--- config.mk ---
export PLATFORM = sky130hd
export DESIGN_NAME = uart_8n1_transceiver
export DESIGN_NICKNAME = d
export VERILOG_FILES = /design/src/rtl/core/u8t_pkg.sv /design/src/rtl/core/u8t_tx.sv /design/src/rtl/core/u8t_rx.sv /design/src/rtl/core/uart_8n1_transceiver.sv
export VERILOG_INCLUDE_DIRS = /design/src /design/src/rtl/core
export SDC_FILE = /design/constraint.sdc
export NUM_CORES = 1
export LEC_CHECK = 0
export BUFFER_PORTS_ARGS = -buffer_cell sky130_fd_sc_hd__buf_4
export CAP_MARGIN = 10
export CELL_PAD_IN_SITES_DETAIL_PLACEMENT = 0
export CELL_PAD_IN_SITES_GLOBAL_PLACEMENT = 1
export CORE_MARGIN = 2
export CORE_UTILIZATION = 40
export DETAILED_ROUTE_END_ITERATION = 12
export PLACE_DENSITY_LB_ADDON = 0.1
export SETUP_SLACK_MARGIN = 0.4
export SLEW_MARGIN = 20
export SYNTH_ARGS = -nofsm -noshare
export SYNTH_HDL_FRONTEND = slang
export SYNTH_SLANG_ARGS = --single-unit
export TNS_END_PERCENT = 30
--- constraint.sdc ---
create_clock -name aclk -period 3.7 [get_ports aclk]
set_input_delay 0.37 -clock aclk [delete_from_list [all_inputs] [get_ports aclk]]
set_output_delay 0.37 -clock aclk [all_outputs]
set_load 0.05 [all_outputs]
--- src/rtl/core/assert_macros.svh ---
// Assertion macros used by the RTL top level of the UART core.
`ifndef ASSERT_MACROS_SVH
`define ASSERT_MACROS_SVH

// Implication that is checked only while the block is out of reset.
`define ASSERT_CLKD(label, clk, rstn, prop, msg) \
    label: assert property (@(posedge clk) disable iff (!rstn) prop) else $error(msg);

// Implication that is checked at every clock edge, reset included.
`define ASSERT_ALWAYS(label, clk, prop, msg) \
    label: assert property (@(posedge clk) prop) else $error(msg);

`endif

--- src/rtl/core/u8t_pkg.sv ---
// Package with the shared types and constants of the UART 8N1 transceiver.
`timescale 1ns / 1ps

package u8t_pkg;

    // Default frame data width.
    localparam int DATA_BITS_DEF = 8;

    // Width of the bit timing counters and of the period register.
    localparam int PERIOD_W = 16;

    // Width of the bit counters; holds counts of up to fifteen frame bits.
    localparam int CNT_W = 4;

    // Ticks per bit after reset.
    localparam logic [PERIOD_W-1:0] BIT_PERIOD_RST = 16'd104;

    // Transmitter status for one tick.
    typedef struct packed {
        logic line;
        logic busy;
    } tx_status_t;

    // Receiver status for one tick.
    typedef struct packed {
        logic valid;
        logic active;
    } rx_status_t;

endpackage

--- src/rtl/core/u8t_tx.sv ---
// UART transmitter: frame shift register and bit timing, one tick per step.
`timescale 1ns / 1ps

module u8t_tx
    import u8t_pkg::*;
#(
    parameter int DATA_BITS = DATA_BITS_DEF
) (
    input  logic                aclk,
    input  logic                aresetn,
    input  logic                step,
    input  logic                send,
    input  logic [7:0]          send_byte,
    input  logic [PERIOD_W-1:0] period,
    output tx_status_t          st
);

    localparam int FRAME_BITS = DATA_BITS + 2;

    logic [FRAME_BITS-1:0] shift_reg, shift_next;
    logic [CNT_W-1:0]      bits_left_reg, bits_left_next;
    logic [PERIOD_W-1:0]   ticks_reg, ticks_next;
    logic [DATA_BITS-1:0]  data;

    // Map the input byte onto the data bits; bits above the byte are zero.
    for (genvar j = 0; j < DATA_BITS; j++) begin : g_data
        if (j < 8) begin : g_in
            assign data[j] = send_byte[j];
        end else begin : g_zero
            assign data[j] = 1'b0;
        end
    end

    // Advance the running frame, then load a new one when idle.
    always_comb begin
        shift_next     = shift_reg;
        bits_left_next = bits_left_reg;
        ticks_next     = ticks_reg;
        if (bits_left_reg != '0) begin
            if (ticks_reg == '0) begin
                shift_next     = {1'b1, shift_reg[FRAME_BITS-1:1]};
                bits_left_next = bits_left_reg - CNT_W'(1);
                ticks_next     = period - PERIOD_W'(1);
            end else begin
                ticks_next = ticks_reg - PERIOD_W'(1);
            end
        end
        if (bits_left_next == '0 && send) begin
            shift_next     = {1'b1, data, 1'b0};
            bits_left_next = CNT_W'(FRAME_BITS);
            ticks_next     = period - PERIOD_W'(1);
        end
        st.busy = (bits_left_next != '0);
        st.line = st.busy ? shift_next[0] : 1'b1;
    end

    // State registers move one tick per accepted item.
    always_ff @(posedge aclk) begin
        if (!aresetn) begin
            shift_reg     <= '1;
            bits_left_reg <= '0;
            ticks_reg     <= '0;
        end else if (step) begin
            shift_reg     <= shift_next;
            bits_left_reg <= bits_left_next;
            ticks_reg     <= ticks_next;
        end
    end

endmodule

--- src/rtl/core/u8t_rx.sv ---
// UART receiver: start detection, mid-bit sampling and byte assembly.
`timescale 1ns / 1ps

module u8t_rx
    import u8t_pkg::*;
#(
    parameter int DATA_BITS = DATA_BITS_DEF
) (
    input  logic                aclk,
    input  logic                aresetn,
    input  logic                step,
    input  logic                rx_line,
    input  logic [PERIOD_W-1:0] period,
    output rx_status_t          st,
    output logic [7:0]          rx_byte
);

    logic                 active_reg, active_next;
    logic [DATA_BITS-1:0] shift_reg, shift_next;
    logic [CNT_W-1:0]     index_reg, index_next;
    logic [PERIOD_W-1:0]  ticks_reg, ticks_next;
    logic                 valid;

    // Detect a start, count to mid-bit and take one data bit per period.
    always_comb begin
        active_next = active_reg;
        shift_next  = shift_reg;
        index_next  = index_reg;
        ticks_next  = ticks_reg;
        valid       = 1'b0;
        if (!active_reg) begin
            if (!rx_line) begin
                active_next = 1'b1;
                shift_next  = '0;
                index_next  = '0;
                ticks_next  = {1'b0, period[PERIOD_W-1:1]};
            end
        end else if (ticks_reg != '0) begin
            ticks_next = ticks_reg - PERIOD_W'(1);
        end else begin
            ticks_next = period - PERIOD_W'(1);
            // The start bit sits at index zero and sets no data bit.
            for (int i = 0; i < DATA_BITS; i++) begin
                if (index_reg == CNT_W'(i + 1) && rx_line) begin
                    shift_next[i] = 1'b1;
                end
            end
            if (index_reg >= CNT_W'(DATA_BITS)) begin
                active_next = 1'b0;
                index_next  = '0;
                valid       = 1'b1;
            end else begin
                index_next = index_reg + CNT_W'(1);
            end
        end
        st.valid  = valid;
        st.active = active_next;
    end

    // Show the low byte of the assembly register; missing bits read as zero.
    for (genvar j = 0; j < 8; j++) begin : g_byte
        if (j < DATA_BITS) begin : g_bit
            assign rx_byte[j] = shift_next[j];
        end else begin : g_zero
            assign rx_byte[j] = 1'b0;
        end
    end

    // State registers move one tick per accepted item.
    always_ff @(posedge aclk) begin
        if (!aresetn) begin
            active_reg <= 1'b0;
            shift_reg  <= '0;
            index_reg  <= '0;
            ticks_reg  <= '0;
        end else if (step) begin
            active_reg <= active_next;
            shift_reg  <= shift_next;
            index_reg  <= index_next;
            ticks_reg  <= ticks_next;
        end
    end

endmodule

--- src/rtl/core/uart_8n1_transceiver.sv ---
// UART 8N1 transceiver top level: tick channel, result register, period register.
//
// Each transfer on the s_ channel is one time tick: the sampled receive
// line, a send request and the byte to send. For every tick one result
// transfer leaves on the m_ channel: the transmit line level, the busy
// flag, a one-tick received-byte flag and the receive assembly byte.
// The result of a tick is in the output register on the cycle after its
// transfer. Throughput is one tick per cycle while the consumer keeps up,
// set by the single output register, which is refilled in the same cycle
// that it is drained. When the consumer holds m_ready low, the result stays put
// and s_ready drops until it is taken; no tick is lost or repeated.
// The cfg_ channel writes the bit period in ticks (zero acts as one); it
// is always ready, and a change takes effect at the next counter reload.
// Reset (aresetn low, synchronous) idles the transmit line, clears the receiver,
// empties the output register and sets the bit period to 104 ticks.
`timescale 1ns / 1ps
`include "assert_macros.svh"

module uart_8n1_transceiver
    import u8t_pkg::*;
#(
    parameter int DATA_BITS = DATA_BITS_DEF
) (
    input  logic                aclk,
    input  logic                aresetn,
    // Tick channel
    input  logic                s_valid,
    output logic                s_ready,
    input  logic                s_rx_line,
    input  logic                s_send,
    input  logic [7:0]          s_send_byte,
    // Result channel
    output logic                m_valid,
    input  logic                m_ready,
    output logic                m_tx_line,
    output logic                m_tx_busy,
    output logic                m_rx_valid,
    output logic [7:0]          m_rx_byte,
    // Bit period write channel
    input  logic                cfg_valid,
    output logic                cfg_ready,
    input  logic [PERIOD_W-1:0] cfg_bit_period
);

    logic [PERIOD_W-1:0] bit_period_reg;
    logic [PERIOD_W-1:0] period_eff;
    logic                accept;
    logic                m_valid_reg, m_valid_next;
    logic                m_tx_line_reg, m_tx_busy_reg, m_rx_valid_reg;
    logic [7:0]          m_rx_byte_reg;
    tx_status_t          tx_st;
    rx_status_t          rx_st;
    logic [7:0]          rx_byte;

    // A tick is taken whenever the result register is free or being drained.
    assign s_ready   = !m_valid_reg || m_ready;
    assign accept    = s_valid && s_ready;
    assign cfg_ready = 1'b1;

    // A zero period behaves as one tick per bit.
    assign period_eff = (bit_period_reg == '0) ? PERIOD_W'(1) : bit_period_reg;

    // Bit period register.
    always_ff @(posedge aclk) begin
        if (!aresetn) begin
            bit_period_reg <= BIT_PERIOD_RST;
        end else if (cfg_valid && cfg_ready) begin
            bit_period_reg <= cfg_bit_period;
        end
    end

    u8t_tx #(
        .DATA_BITS (DATA_BITS)
    ) u_tx (
        .aclk      (aclk),
        .aresetn   (aresetn),
        .step      (accept),
        .send      (s_send),
        .send_byte (s_send_byte),
        .period    (period_eff),
        .st        (tx_st)
    );

    u8t_rx #(
        .DATA_BITS (DATA_BITS)
    ) u_rx (
        .aclk    (aclk),
        .aresetn (aresetn),
        .step    (accept),
        .rx_line (s_rx_line),
        .period  (period_eff),
        .st      (rx_st),
        .rx_byte (rx_byte)
    );

    // Output register valid flag.
    always_comb begin
        m_valid_next = m_valid_reg;
        if (accept) begin
            m_valid_next = 1'b1;
        end else if (m_ready) begin
            m_valid_next = 1'b0;
        end
    end

    always_ff @(posedge aclk) begin
        if (!aresetn) begin
            m_valid_reg <= 1'b0;
        end else begin
            m_valid_reg <= m_valid_next;
        end
    end

    // Result payload is captured with each accepted tick.
    always_ff @(posedge aclk) begin
        if (accept) begin
            m_tx_line_reg  <= tx_st.line;
            m_tx_busy_reg  <= tx_st.busy;
            m_rx_valid_reg <= rx_st.valid;
            m_rx_byte_reg  <= rx_byte;
        end
    end

    assign m_valid    = m_valid_reg;
    assign m_tx_line  = m_tx_line_reg;
    assign m_tx_busy  = m_tx_busy_reg;
    assign m_rx_valid = m_rx_valid_reg;
    assign m_rx_byte  = m_rx_byte_reg;

    // The transmit line idles high whenever no frame is in flight.
    `ASSERT_CLKD(a_tx_idle_high, aclk, aresetn, m_valid_reg && !m_tx_busy_reg |-> m_tx_line_reg, "tx line low while not busy")
    // A completed byte always returns the receiver to idle.
    `ASSERT_ALWAYS(a_rx_done_idle, aclk, rx_st.valid |-> !rx_st.active, "receiver still active after byte")
    // Every accepted tick produces a pending result on the next cycle.
    `ASSERT_CLKD(a_accept_result, aclk, aresetn, accept |=> m_valid_reg, "accepted tick left no result")

endmodule
==> flow_summary.json, run 1 <==
{
  "setup_viol_count_final": 0,
  "drc": 0,
  "synth_ff_type": "dfxtp_1",
  "synth_edf_count": 11,
  "h-tree-depth": 3,
  "clockRootBuffer": "clkbuf_16",
  "drt_iter0_drc": 186,
  "max_clock_freq_mhz": 319,
  "via_per_inst": 5.76,
  "drtAntennaViolNets": 0,
  "status": "finished, final reports clean",
  "grt_use_total": 0.211,
  "die_w_um": 114,
  "wl_per_cell_um": 17.4,
  "critPathArrivalTime_ns": 3.37,
  "die_area_sq_um": 12900,
  "clk_pin_slew_ns": 0.06,
  "syn_inst": 579,
  "grt_pass1_vias": 4101,
  "cts.sinks": 87,
  "fin_setup_tns_ns": 0,
  "die_h_um": 114,
  "synth_area_leader_cell": "dfxtp_1",
  "hp-class": "primary input to flop",
  "slew_violations": 0,
  "power_leakage_nw": 2.16,
  "worstPathRequired_ns": 3.93,
  "synth.top_cells.by_count": "dfxtp_1 (76), nand2_1 (66), a21oi_1 (51)",
  "power_density_nw_per_um2": 730,
  "via_count": 4374,
  "worst_setup_path_start_kind": "flop",
  "worst_pin_slew_ns": 0.817,
  "cts_buffers": 9,
  "endpoint_kind": "flop",
  "hold_viol": 0,
  "drive_above_1_share": 0.155,
  "synth_most_common_cell": "dfxtp_1",
  "period_minus_slack_ns": 3.14,
  "num_rows": 40,
  "routed_wl_mm": 13.2,
  "gp_congestion": 0.852,
  "syn_nets": 619,
  "period_share": 0.847,
  "dr.pass1.iters": 5,
  "start_util": 0.405,
  "num_antenna_cells": 0,
  "clockBufferDepth": 2,
  "grt_antenna_before_repair": 0,
  "final_area_sq_um": 5570,
  "dpl_cell_area_sq_um": 5230,
  "ys_warn_count": 0,
  "core_area_sq_um": 11900,
  "port_buffers": 43,
  "peakVddDrop_uv": 497,
  "netlist_area_sq_um": 4810,
  "dpl.hpwl_mm": 9.13,
  "ys_seq_area_frac": 0.385,
  "synth-seq-cells": 87,
  "nNetsFinal": 648,
  "synth-async-reset-ratio": 0,
  "critPathKind": "flop to flop",
  "syn_area_per_cell_sq_um": 8.30,
  "worst_skew_pair.late_latency_ns": 0.34,
  "synth_top_area_frac": 0.317,
  "synth_cell_types": 67,
  "ios": 45,
  "grt_pass1_wl_mm": 21.6,
  "worst_clock_skew_ns": 0.00638,
  "maxCapViolations": 0,
  "grt-ovfl-total": 0,
  "worstPathMaxFanout": 7,
  "rsz0062_at_grt": "true",
  "grt_max_degree": 32,
  "max_slew_margin": 0.451,
  "cts_tree": "built",
  "synthTopCellsByArea": "dfxtp_1 (32%), edfxtp_1 (6.9%), a21oi_1 (5.3%), nand2_1 (5.2%), mux2i_1 (5.0%)",
  "area.growth.synth_to_final_pct": 16.0
}
[logic make-up (layout without fill, tap and decap cells)]
family                   Yosys count  after routing  synth area share
AND/OR/NAND/NOR                  214            214             0.227
AO/OA/AOI/OAI                    165            165             0.227
flip-flops                        87             87             0.385
buffers and inverters             62             96            0.0549
multiplexers                      24             24            0.0500
XOR/XNOR                          17             17            0.0310
adder cells (fa/ha/maj)            9              9            0.0234
other                              1              1          0.000780
[worst max-delay path, stage by stage, from the launching register on]
cell and delay [ns]:
dfxtp_1 0.37, or4_4 0.58, or4_4 0.56, nor2_1 0.18, a21oi_1 0.14, ha_2 0.23, nand3_2 0.12, nor3_1 0.08
xor2_1 0.17, a221o_1 0.34, o21ai_0 0.17, a21oi_1 0.09
[routing by layer]
metal | wire, um | track usage | share of wire
met5 | 0 | 0 | 0
met4 | 118 | 0.0561 | 0.0089
met3 | 567 | 0.0505 | 0.043
met2 | 6180 | 0.333 | 0.47
met1 | 6320 | 0.291 | 0.48
[cell usage in the layout (no fill, tap or decap), types with 9 or more instances in the layout]
cell,n
nand2b_1,9
xor2_1,10
nor2_1,48
o21ai_0,38
inv_1,26
a21oi_1,51
buf_4,54
or3_1,11
clkbuf_16,9
mux2i_1,24
dfxtp_1,76
nor3_1,20
edfxtp_1,11
nand3_1,15
nand2_1,66
[final cells by class]
type                            count  area (sq um)
Fill cell                        1212          6290
Multi-Input combinational cell    430          2720
Sequential cell                    87          1850
Timing Repair Buffer               54           405
Clock buffer                       10           229
Tap cell                          147           184
Inverter                           26          97.6
Clock inverter                      6          85.1
[path summary, 6_finish.rpt]
kind              slack (ns)                           start                               to  cells after the start
hold / removal          0.25               cfg_bit_period[5]   bit_period_reg[5]$_SDFFE_PN1P_                      3
setup reg to reg        0.56  bit_period_reg[8]$_SDFFE_PN0P_  u_rx.ticks_reg[12]$_SDFFE_PN0P_                     11
setup / recovery        0.56  bit_period_reg[8]$_SDFFE_PN0P_  u_rx.ticks_reg[12]$_SDFFE_PN0P_                     11
hold reg to reg         0.45  u_tx.shift_reg[9]$_SDFFE_PN1P_   u_tx.shift_reg[9]$_SDFFE_PN1P_                      1
[power by group]
part           total, mW  internal (mW)  switching (mW)
registers           1.26           1.12           0.142
clock network      0.971          0.589           0.381
logic               1.83          0.649            1.19
[per-stage QoR]
stage	worst slack, ns	std cells	total power, mW	hold WS [ns]	utilization
after floorplan	0.721	579	2.62	0.415	-
after global placement	0.458	743	3.07	0.442	0.441
after detailed placement	0.392	743	3.09	0.445	0.441
after CTS	0.410	759	4.09	0.237	0.468
after global routing	0.347	760	4.37	0.243	0.470
final	0.564	760	4.07	0.246	0.470
[repair_timing]
action | CTS | global route
buffers inserted | 0 | 1
gates resized for setup | 1 | 5
setup endpoints to repair | 1 | 17
hold buffers | 0 | 0
Power figures use the tool's default switching activity.
==> inputs of run 2 (changes only) <==
==> constraint.sdc (replaced) <==
create_clock -name aclk -period 2.9 [get_ports aclk]
set_input_delay 0.29 -clock aclk [delete_from_list [all_inputs] [get_ports aclk]]
set_output_delay 0.29 -clock aclk [all_outputs]
set_load 0.05 [all_outputs]
==> run 2 against run 1 <==
Critical endpoint is now u_rx.ticks_reg[8]$_SDFFE_PN0P_. Largest power group unchanged. Count of clock-buffer cells in the layout is the same. Combinational power is 78% higher. Clock power rose by 10%. First-iteration DRC count up 67%. Total power grew 46%. Cell area rose by 13%. Clock skew fell by 0.00082 ns. Cell count increased by 7.5%. Global-route usage is 0.62 points higher. Critical path type unchanged.
==> flow_summary.json, run 2 (same netlist as run 1, synthesis figures left out) <==
{
  "status": "finished, final reports clean",
  "power_leakage_nw": 2.48,
  "cp_num_buf_inv": 0,
  "ff2ff_setup_slack_ns": 0.19,
  "cts_buffers": 9,
  "reg2reg_to": "u_rx.ticks_reg[8]$_SDFFE_PN0P_",
  "via_count": 4585,
  "drc": 0,
  "worst_pin_slew_ns": 0.621,
  "dr.pass1.iters": 7,
  "num_antenna_cells": 0,
  "drtAntennaViolNets": 0,
  "worst_clock_skew_ns": 0.00556,
  "nNetsFinal": 705,
  "holdCritStartpoint": "cfg_bit_period[6]",
  "wl_per_cell_um": 16.8,
  "fin_setup_tns_ns": 0,
  "worst_skew_pair.late_latency_ns": 0.35,
  "worst_setup_path_start_kind": "flop",
  "drt_iter0_drc": 310,
  "routed_wl_mm": 13.7,
  "ios": 45,
  "worst_hold_slack_ns": 0.160,
  "hold_viol": 0,
  "max_slew_margin": 0.586,
  "start_util": 0.405,
  "power_density_nw_per_um2": 949,
  "grt.met2_usage": 0.343,
  "min_to": "bit_period_reg[6]$_SDFFE_PN1P_",
  "grt_antenna_before_repair": 0,
  "gp_congestion": 0.843,
  "via_per_inst": 5.61,
  "grt.busiest_layer": "met2",
  "die_area_sq_um": 12900,
  "grt_use_total": 0.217,
  "core_area_sq_um": 11900,
  "final_cell_mix": "buf_4 (104), dfxtp_1 (67), nand2_1 (66), a21oi_1 (49), nor2_1 (45)",
  "cts.sinks": 87,
  "critPathSlowestCell": "or4_4",
  "critPathKind": "flop to flop",
  "slew_violations": 0,
  "ff2ff_path_depth": 12,
  "max_clock_freq_mhz": 370,
  "clockRootBuffer": "clkbuf_16",
  "clockBufferDepth": 2,
  "gr-usage-met3": 0.0478,
  "timing.rr.start": "bit_period_reg[8]$_SDFFE_PN0P_",
  "crit_chain": "or4_4 > or4_4 > nor2_4 > a21oi_4 > ha_4 > nand3_4 > nor2_4 > xor2_2 > a221oi_2 > a21oi_1 > nor2_1 > a211oi_1",
  "grt_max_degree": 32,
  "grt_pass1_wl_mm": 22.3,
  "period_minus_slack_ns": 2.71,
  "period_share": 0.933,
  "port_buffers": 43,
  "power_mw": 5.96,
  "hp-class": "primary input to flop",
  "h-tree-depth": 3,
  "placed_cells": 769,
  "area.growth.synth_to_final_pct": 30.6,
  "holdPathStages": 3,
  "peakVddDrop_uv": 785,
  "endpoint_kind": "flop",
  "num_rows": 40,
  "critical_path.top_delay_family": "simple AND/OR/NAND/NOR gates",
  "drive_above_1_share": 0.278,
  "worstPathRequired_ns": 3.12,
  "grt-ovfl-total": 0,
  "dpl.hpwl_mm": 9.47,
  "die_h_um": 114,
  "die_w_um": 114,
  "setup_viol_count_final": 0,
  "rsz0062_at_grt": "true",
  "maxCapViolations": 0,
  "final_common_cell": "buf_4",
  "grt_pass1_vias": 4331,
  "final_cells": 817,
  "worstPathMaxFanout": 4,
  "critPathArrivalTime_ns": 2.93,
  "cts_tree": "built",
  "clk_pin_slew_ns": 0.06,
  "slowest_delay_ns": 0.53,
  "use_met1": 0.293
}
-- run 2: final cells by class --
class	count	area (sq um)
clock buffers	10	229
clock inverters	6	37.5
fillers	1100	5590
inverters	26	103
multi-input cells	430	2970
flip-flops and latches	87	1870
well taps	147	184
repair buffers	111	886
-- run 2: stage by stage --
step,worst slack (ns),utilization,cell area [sq um]
2_1_floorplan,0.193,-,4860
3_3_place_gp,0.0816,0.464,5510
3_5_place_dp,0.0425,0.464,5510
4_1_cts,0.228,0.511,6060
5_1_grt,0.0947,0.529,6270
6_report,0.195,0.529,6270
-- run 2: worst max-delay path by stage --
stage	startpoint	to	slack, ns	cells after the start
finish	bit_period_reg[8]$_SDFFE_PN0P_	u_rx.ticks_reg[8]$_SDFFE_PN0P_	0.19	12
global route	bit_period_reg[8]$_SDFFE_PN0P_	u_rx.ticks_reg[10]$_SDFFE_PN0P_	0.09	13
CTS	bit_period_reg[8]$_SDFFE_PN0P_	u_rx.ticks_reg[8]$_SDFFE_PN0P_	0.23	12
detailed placement	bit_period_reg[11]$_SDFFE_PN0P_	u_rx.ticks_reg[8]$_SDFFE_PN0P_	0.04	12
global placement	bit_period_reg[11]$_SDFFE_PN0P_	u_rx.ticks_reg[8]$_SDFFE_PN0P_	0.08	12
floorplan	bit_period_reg[11]$_SDFFE_PN0P_	u_rx.ticks_reg[8]$_SDFFE_PN0P_	0.19	12
-- run 2: repair_timing --
| action | CTS | global route |
|---|---|---|
| pin swaps | 18 | 26 |
| gates cloned | 1 | 0 |
| endpoints found under the setup margin | 53 | 53 |
| buffers inserted | 14 | 17 |
| hold buffers | 0 | 0 |
| gates resized for setup | 38 | 24 |
-- run 2: tightest hold or removal path: stages --
cell and delay [ns]:
buf_4 0.08, mux2i_1 0.05, nand2_1 0.06
-- run 2: per-layer routing --
layer | part of all wire | wire [um] | up-vias
li1 | - | - | 2271
met1 | 0.47 | 6470 | 2191
met2 | 0.47 | 6490 | 103
met3 | 0.042 | 574 | 20
met4 | 0.014 | 196 | 0
met5 | 0 | 0 | -
-- run 2: power by group --
group          switching (mW)  internal, mW  leakage, nW
sequential              0.196          1.44        0.735
clock                   0.495         0.576        0.126
combinational            1.77          1.49         1.62
total                    2.46          3.50         2.48
==> inputs of run 3 (changes only) <==
--- a/config.mk
+++ b/config.mk
@@ -10,7 +10,7 @@
 export CAP_MARGIN = 10
 export CELL_PAD_IN_SITES_DETAIL_PLACEMENT = 0
 export CELL_PAD_IN_SITES_GLOBAL_PLACEMENT = 1
-export CORE_MARGIN = 2
+export CORE_MARGIN = 10
 export CORE_UTILIZATION = 40
 export DETAILED_ROUTE_END_ITERATION = 12
 export PLACE_DENSITY_LB_ADDON = 0.1
==> run 3 against run 2 <==
Maximum frequency increased by 0.84%. Worst hold slack improved by 0.0011 ns. Flip-flop and latch count unchanged. Sequential share of layout area decreased by 0.40 points. Critical path depth unchanged. Utilization increased by 1.9 points. Clock power increased by 16%. Via count increased by 2.2%. Count of clock-buffer cells in the layout decreased by 1. Worst setup slack improved by 0.022 ns. Die area increased by 30%. Largest cell class unchanged. Largest power group unchanged.
==> flow_summary.json, run 3 (same netlist as run 1, synthesis figures left out) <==
{
  "worst_skew_pair.late_latency_ns": 0.36,
  "period_share": 0.925,
  "max_clock_freq_mhz": 373,
  "worst_setup_path_start_kind": "flop",
  "die_h_um": 130,
  "die_w_um": 130,
  "power_leakage_nw": 2.55,
  "num_rows": 39,
  "drtAntennaViolNets": 0,
  "clockBufferDepth": 2,
  "start_util": 0.414,
  "ios": 45,
  "port_buffers": 43,
  "critPathArrivalTime_ns": 2.90,
  "gp_congestion": 0.872,
  "nNetsFinal": 705,
  "area.growth.synth_to_final_pct": 32.4,
  "cts_tree": "built",
  "wl_per_cell_um": 18.1,
  "final_common_cell": "buf_4",
  "h-tree-depth": 3,
  "drive_above_1_share": 0.296,
  "drt_iter0_drc": 282,
  "grt_antenna_before_repair": 0,
  "power_density_nw_per_um2": 1030,
  "dr.pass1.iters": 5,
  "worstPathMaxFanout": 4,
  "slew_violations": 0,
  "cts_buffers": 9,
  "grt_pass1_vias": 4510,
  "via_per_inst": 5.76,
  "grt_pass1_wl_mm": 23.1,
  "grt_use_total": 0.170,
  "final_cell_mix": "buf_4 (103), dfxtp_1 (67), nand2_1 (65), a21oi_1 (47), nor2_1 (46)",
  "dpl.hpwl_mm": 10.0,
  "clk_pin_slew_ns": 0.06,
  "status": "finished, final reports clean",
  "hold_buffers": 0,
  "max_slew_margin": 0.597,
  "fin_setup_tns_ns": 0,
  "worst_hold_slack_ns": 0.161,
  "grt_max_degree": 32,
  "hold_viol": 0,
  "endpoint_kind": "flop",
  "period_minus_slack_ns": 2.68,
  "routed_wl_mm": 14.7,
  "num_antenna_cells": 0,
  "critPathKind": "flop to flop",
  "setup_viol_count_final": 0,
  "peakVddDrop_uv": 704,
  "fill_cells": 1078,
  "drc": 0,
  "maxCapViolations": 0,
  "worst_clock_skew_ns": 0.00829,
  "rsz0062_at_grt": "true",
  "via_count": 4685,
  "cts.sinks": 87,
  "hp-class": "primary input to flop",
  "grt-ovfl-total": 0,
  "die_area_sq_um": 16800,
  "worstPathRequired_ns": 3.12,
  "worst_pin_slew_ns": 0.604,
  "core_area_sq_um": 11600,
  "clockRootBuffer": "clkbuf_16"
}
run 3: worst paths after layout:
check / start / endpoint / slack, ns / depth (start not counted)
setup / recovery: bit_period_reg[9]$_SDFFE_PN0P_ / u_rx.ticks_reg[8]$_SDFFE_PN0P_ / 0.22 / 12
hold / removal: cfg_bit_period[6] / bit_period_reg[6]$_SDFFE_PN1P_ / 0.16 / 3
setup reg to reg: bit_period_reg[9]$_SDFFE_PN0P_ / u_rx.ticks_reg[8]$_SDFFE_PN0P_ / 0.22 / 12
hold reg to reg: u_rx.shift_reg[4]$_SDFFE_PN0P_ / u_rx.shift_reg[4]$_SDFFE_PN0P_ / 0.46 / 2
run 3: layout make-up:
cell class                      instances  area (sq um)  area share
Clock inverter                          7          86.3      0.0136
Inverter                               26           103      0.0161
Sequential cell                        87          1870       0.294
Multi-Input combinational cell        430          3000       0.471
Clock buffer                            9           225      0.0354
Tap cell                              143           179      0.0281
Timing Repair Buffer                  111           903       0.142
run 3: report_power, final:
part,internal (mW),switching (mW)
Clock,0.688,0.550
Combinational,1.70,1.98
Sequential,1.44,0.187
run 3: worst max-delay path, stage by stage, from the launching register on:
cell and delay (ns):
dfxtp_2 0.32, or4_4 0.54, or4_4 0.47, nor2_4 0.14
a21oi_4 0.08, ha_4 0.19, nand3_4 0.07, nor2_2 0.06
xor2_2 0.15, a221oi_2 0.26, a21oi_1 0.10, nor2_1 0.12
a211oi_1 0.05
run 3: routing by layer:
layer  vias to the layer above  routed length (um)  GRT usage
met5                         -                   0          0
met4                         0                 263     0.0721
met1                      2286                6700      0.222
met3                        19                 456     0.0216
met2                        94                7330      0.278
li1                       2286                   -          -
run 3: metrics by stage:
stage	std cells	setup WS [ns]	utilization	total power, mW	area, sq um
2_1_floorplan	579	0.193	-	3.38	4860
3_3_place_gp	764	0.0801	0.471	4.16	5470
3_5_place_dp	764	0.0664	0.471	4.19	5470
4_1_cts	800	0.229	0.524	5.92	6090
5_1_grt	813	0.0881	0.548	6.92	6360
6_report	813	0.217	0.548	6.53	6360
run 3: timing repair:
action,in CTS,in global routing
buffers inserted,19,11
pin swaps,24,24
setup endpoints to repair,53,55
gates resized for setup,38,34
gates cloned,1,2
